===== src/hw/rtl/dtom_pkg.sv =====
package dtom_pkg;

	localparam int unsigned VALUE_W    = 64;
	localparam int unsigned FRAC_W     = 52;
	localparam int unsigned EFIELD_W   = 11;
	localparam int unsigned SIG_W      = FRAC_W + 1;
	localparam int unsigned MANT_W     = 54;
	localparam int unsigned EXP_W      = 12;
	localparam int unsigned MWIDTH_W   = 6;
	localparam int unsigned EWIDTH_W   = 4;
	localparam int unsigned SHIFT_W    = 6;
	localparam int unsigned EXP_BIAS   = 1075;

	typedef logic [VALUE_W-1:0] value_t;
	typedef logic [SIG_W-1:0]   sig_t;

	typedef struct packed {
		logic signed [MANT_W-1:0] odd_mantissa;
		logic signed [EXP_W-1:0]  scale_exponent;
		logic [MWIDTH_W-1:0]      mantissa_width;
		logic [EWIDTH_W-1:0]      exponent_width;
	} result_t;

	// count of zero bits below the lowest set bit; 0 for a zero input
	function automatic logic [SHIFT_W-1:0] trail_zeros(input sig_t s);
		logic [SHIFT_W-1:0] n;
		n = '0;
		for (int i = SIG_W - 1; i >= 0; i--) begin
			if (s[i]) begin
				n = SHIFT_W'(i);
			end
		end
		return n;
	endfunction

	// position of the highest set bit plus one; 0 for a zero input
	function automatic logic [SHIFT_W-1:0] bit_len(input sig_t s);
		logic [SHIFT_W-1:0] n;
		n = '0;
		for (int i = 0; i < SIG_W; i++) begin
			if (s[i]) begin
				n = SHIFT_W'(i + 1);
			end
		end
		return n;
	endfunction

	// minimal two's complement width of a signed exponent, sign included
	function automatic logic [EWIDTH_W-1:0] exp_width(input logic [EXP_W-1:0] e);
		logic [EXP_W-1:0]    m;
		logic [EWIDTH_W-1:0] n;
		m = e[EXP_W-1] ? ~e : e;
		n = '0;
		for (int i = 0; i < EXP_W; i++) begin
			if (m[i]) begin
				n = EWIDTH_W'(i + 1);
			end
		end
		return (e == '0) ? '0 : n + EWIDTH_W'(1);
	endfunction

endpackage


===== src/hw/rtl/dtom_in_if.sv =====
interface dtom_in_if;
	logic                  valid;
	logic                  ready;
	dtom_pkg::value_t      value_bits;

	modport source (output valid, output value_bits, input ready);
	modport sink   (input valid, input value_bits, output ready);
endinterface


===== src/hw/rtl/dtom_out_if.sv =====
interface dtom_out_if;
	logic                                        valid;
	logic                                        ready;
	logic signed [dtom_pkg::MANT_W-1:0]          odd_mantissa;
	logic signed [dtom_pkg::EXP_W-1:0]           scale_exponent;
	logic [dtom_pkg::MWIDTH_W-1:0]               mantissa_width;
	logic [dtom_pkg::EWIDTH_W-1:0]               exponent_width;

	modport source (output valid, output odd_mantissa, output scale_exponent,
		output mantissa_width, output exponent_width, input ready);
	modport sink   (input valid, input odd_mantissa, input scale_exponent,
		input mantissa_width, input exponent_width, output ready);
endinterface


===== src/hw/rtl/dtom_decomp.sv =====
module dtom_decomp (
	input  dtom_pkg::value_t  value_bits,
	output dtom_pkg::result_t result
);
	import dtom_pkg::*;

	logic                  neg;
	logic [EFIELD_W-1:0]   efield;
	sig_t                  sig;
	logic                  sig_zero;
	logic [SHIFT_W-1:0]    tz;
	logic [SHIFT_W-1:0]    len;
	sig_t                  odd;
	logic                  odd_one;
	logic [EXP_W-1:0]      exp_base;
	logic [EXP_W-1:0]      expo;
	logic [MANT_W-1:0]     mag;

	// field split, hidden bit and zero-exponent handling
	assign neg      = value_bits[VALUE_W-1];
	assign efield   = value_bits[VALUE_W-2 -: EFIELD_W];
	assign sig      = {efield != '0, value_bits[FRAC_W-1:0]};
	assign sig_zero = (sig == '0);

	// strip trailing zeros
	assign tz      = trail_zeros(sig);
	assign len     = bit_len(sig) - tz;
	assign odd     = sig >> tz;
	assign odd_one = (odd == sig_t'(1));

	// unbias and raise by the stripped count
	assign exp_base = ((efield == '0) ? EXP_W'(1) : EXP_W'(efield))
		- EXP_W'(EXP_BIAS);
	assign expo     = exp_base + EXP_W'(tz);

	// sign and widths
	assign mag = {{(MANT_W-SIG_W){1'b0}}, odd};

	always_comb begin
		if (sig_zero) begin
			result = '0;
		end else begin
			result.odd_mantissa   = neg ? -mag : mag;
			result.scale_exponent = expo;
			result.mantissa_width = len + ((neg && odd_one) ? MWIDTH_W'(0) : MWIDTH_W'(1));
			result.exponent_width = exp_width(expo);
		end
	end
endmodule


===== src/hw/rtl/double_to_odd_mantissa_exponent_top.sv =====
// channel  dir  payload
// in_ch    in   value_bits (64)
// out_ch   out  odd_mantissa (54 s), scale_exponent (12 s),
//               mantissa_width (6), exponent_width (4)
//
// one request per cycle sustained while out_ch.ready stays high; input register to
// result register with the decomposition logic between them
// arst_n clears both stage valid flags; payload registers are not reset
// a stalled result holds in the result register while an empty input register
// still takes a request; in_ch.ready drops only when both stages are full
module double_to_odd_mantissa_exponent_top (
	input logic         clk,
	input logic         arst_n,
	dtom_in_if.sink     in_ch,
	dtom_out_if.source  out_ch
);
	import dtom_pkg::*;

	logic    v_s1;
	value_t  value_s1;
	logic    v_s2;
	result_t res_s2;
	result_t res_comb;
	logic    adv_s2;
	logic    adv_s1;

	// stage handshake
	assign adv_s2      = !v_s2 || out_ch.ready;
	assign adv_s1      = !v_s1 || adv_s2;
	assign in_ch.ready = adv_s1;

	// input register
	always_ff @(posedge clk or negedge arst_n) begin
		if (!arst_n) begin
			v_s1 <= 1'b0;
		end else if (adv_s1) begin
			v_s1 <= in_ch.valid;
		end
	end

	always_ff @(posedge clk) begin
		if (adv_s1 && in_ch.valid) begin
			value_s1 <= in_ch.value_bits;
		end
	end

	dtom_decomp u_decomp (
		.value_bits (value_s1),
		.result     (res_comb)
	);

	// result register
	always_ff @(posedge clk or negedge arst_n) begin
		if (!arst_n) begin
			v_s2 <= 1'b0;
		end else if (adv_s2) begin
			v_s2 <= v_s1;
		end
	end

	always_ff @(posedge clk) begin
		if (adv_s2 && v_s1) begin
			res_s2 <= res_comb;
		end
	end

	// output drive
	assign out_ch.valid          = v_s2;
	assign out_ch.odd_mantissa   = res_s2.odd_mantissa;
	assign out_ch.scale_exponent = res_s2.scale_exponent;
	assign out_ch.mantissa_width = res_s2.mantissa_width;
	assign out_ch.exponent_width = res_s2.exponent_width;
endmodule

===== src/flat_wrapper.sv =====
// flat-port wrapper written by rule: the top's interface ports become plain ports
module double_to_odd_mantissa_exponent_top_flat import dtom_pkg::*;
  (clk, arst_n, in_ch_valid, in_ch_value_bits, in_ch_ready, out_ch_valid, out_ch_odd_mantissa, out_ch_scale_exponent, out_ch_mantissa_width, out_ch_exponent_width, out_ch_ready);
  dtom_in_if in_ch_i ();
  dtom_out_if out_ch_i ();
  input logic clk;
  input logic arst_n;
  input wire logic [$bits(in_ch_i.valid)-1:0] in_ch_valid;
  input wire logic [$bits(in_ch_i.value_bits)-1:0] in_ch_value_bits;
  output wire logic [$bits(in_ch_i.ready)-1:0] in_ch_ready;
  output wire logic [$bits(out_ch_i.valid)-1:0] out_ch_valid;
  output wire logic [$bits(out_ch_i.odd_mantissa)-1:0] out_ch_odd_mantissa;
  output wire logic [$bits(out_ch_i.scale_exponent)-1:0] out_ch_scale_exponent;
  output wire logic [$bits(out_ch_i.mantissa_width)-1:0] out_ch_mantissa_width;
  output wire logic [$bits(out_ch_i.exponent_width)-1:0] out_ch_exponent_width;
  input wire logic [$bits(out_ch_i.ready)-1:0] out_ch_ready;
  assign in_ch_i.valid = in_ch_valid;
  assign in_ch_i.value_bits = in_ch_value_bits;
  assign in_ch_ready = in_ch_i.ready;
  assign out_ch_valid = out_ch_i.valid;
  assign out_ch_odd_mantissa = out_ch_i.odd_mantissa;
  assign out_ch_scale_exponent = out_ch_i.scale_exponent;
  assign out_ch_mantissa_width = out_ch_i.mantissa_width;
  assign out_ch_exponent_width = out_ch_i.exponent_width;
  assign out_ch_i.ready = out_ch_ready;
  double_to_odd_mantissa_exponent_top u_core (.clk(clk), .arst_n(arst_n), .in_ch(in_ch_i), .out_ch(out_ch_i));
endmodule

===== config.mk =====
export PLATFORM = sky130hd
export DESIGN_NAME = double_to_odd_mantissa_exponent_top_flat
export DESIGN_NICKNAME = d
export VERILOG_FILES = /design/src/hw/rtl/dtom_pkg.sv /design/src/hw/rtl/dtom_in_if.sv /design/src/hw/rtl/dtom_out_if.sv /design/src/hw/rtl/dtom_decomp.sv /design/src/hw/rtl/double_to_odd_mantissa_exponent_top.sv /design/src/flat_wrapper.sv
export SDC_FILE = /design/constraint.sdc
export NUM_CORES = 1
export LEC_CHECK = 0
export BUFFER_PORTS_ARGS = -buffer_cell sky130_fd_sc_hd__buf_2
export CELL_PAD_IN_SITES_DETAIL_PLACEMENT = 1
export CELL_PAD_IN_SITES_GLOBAL_PLACEMENT = 2
export CORE_ASPECT_RATIO = 1.4
export CORE_MARGIN = 4
export CORE_UTILIZATION = 39
export DETAILED_ROUTE_END_ITERATION = 12
export PLACE_DENSITY_LB_ADDON = 0.1
export SYNTH_ARGS = -nofsm -noshare
export SYNTH_HDL_FRONTEND = slang
export SYNTH_SLANG_ARGS = --single-unit

===== constraint.sdc =====
create_clock -name clk -period 14.19 [get_ports clk]
set_clock_uncertainty 0.1 [all_clocks]
set_input_delay 2.1285 -clock clk [delete_from_list [all_inputs] [get_ports clk]]
set_output_delay 2.1285 -clock clk [all_outputs]
set_load 0.005 [all_outputs]

==> reports/results.env <==
INSERTION_DELAY_NS=0.46
MOST_INSTANTIATED_FLIP_FLOP_CELL_IN_THE_SYNTHESIS_NETLIST='sky130_fd_sc_hd__edfxtp_1'
POSTSYNTHCELLCOUNT=1447
MIN_TCLK_POST_ROUTE_NS=8.27
WORSTMARGINPINSLEW_NS=1.22
TOTALWIRELENGTH_MM=51.4
DETAIL_ROUTE.ITER0.VIOLATIONS=1018
FINAL_ANTENNA_NET_COUNT=0
CRITICAL_PATH.STARTPOINT_TYPE='flop'
PLACE_CONGESTION=0.973
MAPPEDNETLISTNETS=1546
LAYOUT-AREA-OVERHEAD-VS-SYNTH_PCT=12.4
YOSYSTOPAREACELL='sky130_fd_sc_hd__edfxtp_1'
SYNTH_ENABLE_FLOP_CELLS=140
WORST_R2R_STARTPOINT='u_core.value_s1[23]$_DFFE_PP_'
CHIPWIDTH_UM=158
CRIT_PATH_FREQUENT_CELL='sky130_fd_sc_hd__a21oi_1'
POST_SYNTH_MOST_FREQUENT_CELLS='sky130_fd_sc_hd__nor2_1, sky130_fd_sc_hd__edfxtp_1, sky130_fd_sc_hd__nand2_1'
MAX_FREQ_MHz=121
FINAL_UTIL_PCT=44.6
WORST_SETUP_HOLD_PATH_CLK_SLEW_NS=0.07
MAX-SLEW-MARGIN-REL_PCT=18.1
GRT_ANTENNA_BEFORE_REPAIR=0
RSZ0062_AT_GRT='false'
CRITICAL_PATH_REQUIRED_NS=14.29
TRITONCTS_SINK_COUNT=142
RR_WORST_DEPTH=23
FINAL.PERIOD_UTILIZATION_PCT=58.3
CLOCK_H_TREE_LEVELS=4
DIE_H_UM=218
SETUP_TNS_NS=0
FINAL.HOLD.WORST_SLACK_NS=0.415
GRT_PASS1_WL_MM=77.3
ROWS=76
SYNTH-ASYNC-RESET-RATIO_PCT=1.41
TIMING.RR.END='u_core.out_ch.mantissa_width[5]$_SDFFCE_PP0P_'
YS_SEQ_ELEMENTS=142
VIA_PER_INST=6.50
MUXSHAREOFSYNTHAREA_PCT=3.03
DRT_PRE_ANTENNA_ITERS=5
HOLD_END='u_core.out_ch.valid$_DFFE_PN0P_'
CRITPATHCAPTURETYPE='flop'
SYNTHESIS.AREA_PER_INSTANCE_UM2=8.47
DPL.CELL_COUNT=1887
WORSTPATHCELLLIST='nor3_1 > nor3b_1 > o211ai_1 > o211a_1 > o21ai_4 > inv_2 > o211ai_1 > nor4_1 > a211oi_1 > nand2_1 > o311ai_0 > nand4b_1 > or2_1 > nor3_1 > o2111ai_1 > ha_1 > a21o_1 > a21oi_1 > o21bai_1 > a21oi_1 > xnor2_1 > nor2_1 > a21oi_1'
RRSETUPSLACK_NS=5.92
CTS_INSERTED_BUFFERS=17
POST_SYNTH_FA_HA_MAJ_AREA_FRACTION_PCT=3.37
GRT_USAGE_PCT=29.5
FINAL_INSTANCE_COUNT_WITHOUT_FILLER_CELLS=1919
FLOORPLAN.INITIALDENSITY_PCT=39.7
SYNTH_SIMPLE_GATE_AREA_SHARE_PCT=19.2
LAYOUT_CELL_SHARE_WITH_DRIVE_STRENGTH_BEYOND_1_PCT=16.6
WORST-ENDPOINT-ARRIVAL_NS=8.37
FILL_CELL_INSTANCE_COUNT_OF_THE_FINAL_LAYOUT=3691
BUFFER_PORTS.INSERTED=145
SYNTH_CELL_TYPE_COUNT=88
DESIGN.PORTCOUNT=146
SYNTHESIS.YOSYS.WARNINGS=0
GRT_START_MAX_NET_PINS=69
SEQUENTIAL_ELEMENT_SHARE_OF_THE_SYNTHESIZED_AREA_PCT=34.7
CRITICALPATHCATEGORY='flop to flop'
FINALHOLDVIOLATIONS=0
CLOCKBUFFERDEPTH=2
CRIT_SLOWEST_CELL='sky130_fd_sc_hd__o211ai_1'
CTS-HOLD-FIX-BUFFERS=0
HOLDPATHSTAGES=1
DIE_AREA_MM2=0.0344
DRV_SLEW=0
MAX_STAGE_DELAY_NS=1.01
POST-DP-HPWL_MM=39.9
GRT_UTIL_MET3_PCT=3.63
CTS_SETUP_BUFFERS=0
DRC=0
POST_CTS.RESIZED_INSTANCES=0
FINALSETUPVIOLCOUNT=0
CRIT_BUF_INV=1
CRITPATHTOPFAMILY='compound AO/OA/AOI/OAI gates'
POWER.LEAKAGE_nW=5.07
CRIT_FANOUT=39
MAXCAPVIOLCOUNT=0
CLASS_OF_THE_MOST_CRITICAL_HOLD_TIMING_PATH='flop to flop'
GRT_PASS1_VIAS=12800
FLOORPLAN.CORE_AREA_MM2=0.0309
CLOCK_TREE_FROM_TRITONCTS='yes'
FINAL_NETS=1615
SYNTH-COMPOUND-AREA-SHARE_PCT=29.8
SYNTH.TOP_CELL.AREA_SHARE_PCT=34.3
GRT-OVFL-TOTAL=0
STATUS='completed'
WORSTHOLDSTART='u_core.v_s1$_DFFE_PN0N_'
ROUTEDWLPERCELL_UM=26.8
VDD_DROP_MAX_uV=84.4
SYNTHMOSTINSTANTIATEDCELL='sky130_fd_sc_hd__nor2_1'
CLOCKROOTBUFFER='sky130_fd_sc_hd__clkbuf_16'
USE_MET1_PCT=34.7
ANTENNADIODECOUNT=0
POWER_DENSITY_mW_PER_MM2=104
COMBINATIONAL_FAMILY_WITH_THE_MOST_AREA_AFTER_SYNTHESIS='compound AO/OA/AOI/OAI gates'
ROUTED-VIA-COUNT=12500
MET2_USAGE_GRT_PCT=50.8
MOST_CROWDED_LAYER_GR='met2'
YS_TOP_CELLS_BY_AREA='sky130_fd_sc_hd__edfxtp_1, sky130_fd_sc_hd__nor2_1, sky130_fd_sc_hd__a211oi_1'
POST_SYNTH_INSTANCE_AREA_MM2=0.0123
SYNTHXORXNORAREAFRAC_PCT=3.93
cells in the final DEF, fill, tap and decap left out, types with 9 or more instances in the layout:
cell type                   instances
sky130_fd_sc_hd__nor2_1           164
sky130_fd_sc_hd__buf_2            145
sky130_fd_sc_hd__edfxtp_1         140
sky130_fd_sc_hd__nand2_1          108
sky130_fd_sc_hd__a21oi_1          102
sky130_fd_sc_hd__a211oi_1          75
sky130_fd_sc_hd__o21ai_0           67
sky130_fd_sc_hd__nor3_1            54
sky130_fd_sc_hd__inv_1             53
sky130_fd_sc_hd__xnor2_1           45
sky130_fd_sc_hd__buf_4             30
sky130_fd_sc_hd__ha_1              29
sky130_fd_sc_hd__mux2i_1           27
sky130_fd_sc_hd__nor4_1            24
sky130_fd_sc_hd__o211ai_1          24
sky130_fd_sc_hd__a22oi_1           20
sky130_fd_sc_hd__or3_1             18
sky130_fd_sc_hd__nand3_1           18
sky130_fd_sc_hd__o31ai_1           18
sky130_fd_sc_hd__and2_1            17
sky130_fd_sc_hd__clkbuf_16         17
sky130_fd_sc_hd__a31oi_1           16
sky130_fd_sc_hd__o22ai_1           16
sky130_fd_sc_hd__nand4_1           14
sky130_fd_sc_hd__a221oi_1          14
sky130_fd_sc_hd__nand2b_1          12
sky130_fd_sc_hd__o211a_1           12
sky130_fd_sc_hd__or2_2             11
sky130_fd_sc_hd__o2bb2ai_1         11
sky130_fd_sc_hd__o21bai_1          10
sky130_fd_sc_hd__xor2_1            10
sky130_fd_sc_hd__o311ai_0           9
where the power goes:
| part | switching [W] | total (W) | internal, W |
|---|---|---|---|
| clock network | 0.000201 | 0.000450 | 0.000249 |
| registers | 0.0000353 | 0.000555 | 0.000520 |
| logic | 0.000274 | 0.000429 | 0.000155 |
worst max-delay path by stage:
stage          slack [ns]  cells after the start                           from                                             to
4_1_cts              6.01                     23  u_core.value_s1[25]$_DFFE_PP_  u_core.out_ch.mantissa_width[5]$_SDFFCE_PP0P_
5_1_grt              5.38                     26   u_core.value_s1[7]$_DFFE_PP_  u_core.out_ch.mantissa_width[5]$_SDFFCE_PP0P_
6_report             5.92                     23  u_core.value_s1[23]$_DFFE_PP_  u_core.out_ch.mantissa_width[5]$_SDFFCE_PP0P_
2_1_floorplan        7.32                     28  u_core.value_s1[14]$_DFFE_PP_  u_core.out_ch.exponent_width[2]$_SDFFCE_PP0P_
3_5_place_dp         6.01                     23  u_core.value_s1[25]$_DFFE_PP_  u_core.out_ch.mantissa_width[5]$_SDFFCE_PP0P_
3_3_place_gp         6.26                     22  u_core.value_s1[25]$_DFFE_PP_  u_core.out_ch.mantissa_width[4]$_SDFFCE_PP0P_
worst reg2reg max path, cell delays in order, from the launching register on:
cell	delay (ns)
sky130_fd_sc_hd__edfxtp_1	0.59
sky130_fd_sc_hd__nor3_1	0.38
sky130_fd_sc_hd__nor3b_1	0.36
sky130_fd_sc_hd__o211ai_1	0.17
sky130_fd_sc_hd__o211a_1	0.68
sky130_fd_sc_hd__o21ai_4	0.33
sky130_fd_sc_hd__inv_2	0.30
sky130_fd_sc_hd__o211ai_1	1.01
sky130_fd_sc_hd__nor4_1	0.10
sky130_fd_sc_hd__a211oi_1	0.26
sky130_fd_sc_hd__nand2_1	0.19
sky130_fd_sc_hd__o311ai_0	0.75
sky130_fd_sc_hd__nand4b_1	0.31
sky130_fd_sc_hd__or2_1	0.37
sky130_fd_sc_hd__nor3_1	0.42
sky130_fd_sc_hd__o2111ai_1	0.37
sky130_fd_sc_hd__ha_1	0.34
sky130_fd_sc_hd__a21o_1	0.19
sky130_fd_sc_hd__a21oi_1	0.23
sky130_fd_sc_hd__o21bai_1	0.09
sky130_fd_sc_hd__a21oi_1	0.18
sky130_fd_sc_hd__xnor2_1	0.12
sky130_fd_sc_hd__nor2_1	0.11
sky130_fd_sc_hd__a21oi_1	0.05
layer usage:
| layer | vias up | wire length [µm] |
|---|---|---|
| met5 | - | 0 |
| met4 | 0 | 3430 |
| met3 | 142 | 2260 |
| met2 | 443 | 25300 |
| met1 | 6191 | 20400 |
| li1 | 5706 | - |
per-stage QoR:
| step | power, W | cell area [µm²] | setup WS, ns |
|---|---|---|---|
| 6_report | 0.00143 | 13800 | 5.92 |
| 3_5_place_dp | 0.000990 | 13200 | 6.01 |
| 5_1_grt | 0.00151 | 13800 | 5.38 |
| 2_1_floorplan | 0.000830 | 12300 | 7.32 |
| 3_3_place_gp | 0.000980 | 13200 | 6.26 |
| 4_1_cts | 0.00144 | 13800 | 6.01 |
flip-flops by register name (all words and copies together) (netlist names):
register,cells
u_core.v_s1,1
u_core.out_ch.odd_mantissa,54
u_core.out_ch.exponent_width,4
u_core.out_ch.scale_exponent,12
u_core.out_ch.valid,1
u_core.value_s1,64
u_core.out_ch.mantissa_width,6
cell families (layout without fill, tap and decap cells):
family          count (synthesis)  count (layout)
mux                            33              33
fa+ha+maj                      32              32
xor+xnor                       55              55
flops                         142             142
buf+inv                       180             262
simple gates                  488             488
compound gates                517             517
final cells by class:
class	count	area, µm²	area share (%)
Clock buffer	19	443	3.22
Timing Repair Buffer	175	951	6.90
Multi-Input combinational cell	1125	7300	53.0
Inverter	55	206	1.50
Clock inverter	13	130	0.945
Tap cell	390	488	3.54
Sequential cell	142	4250	30.9
(Power assumes the default switching activity.)
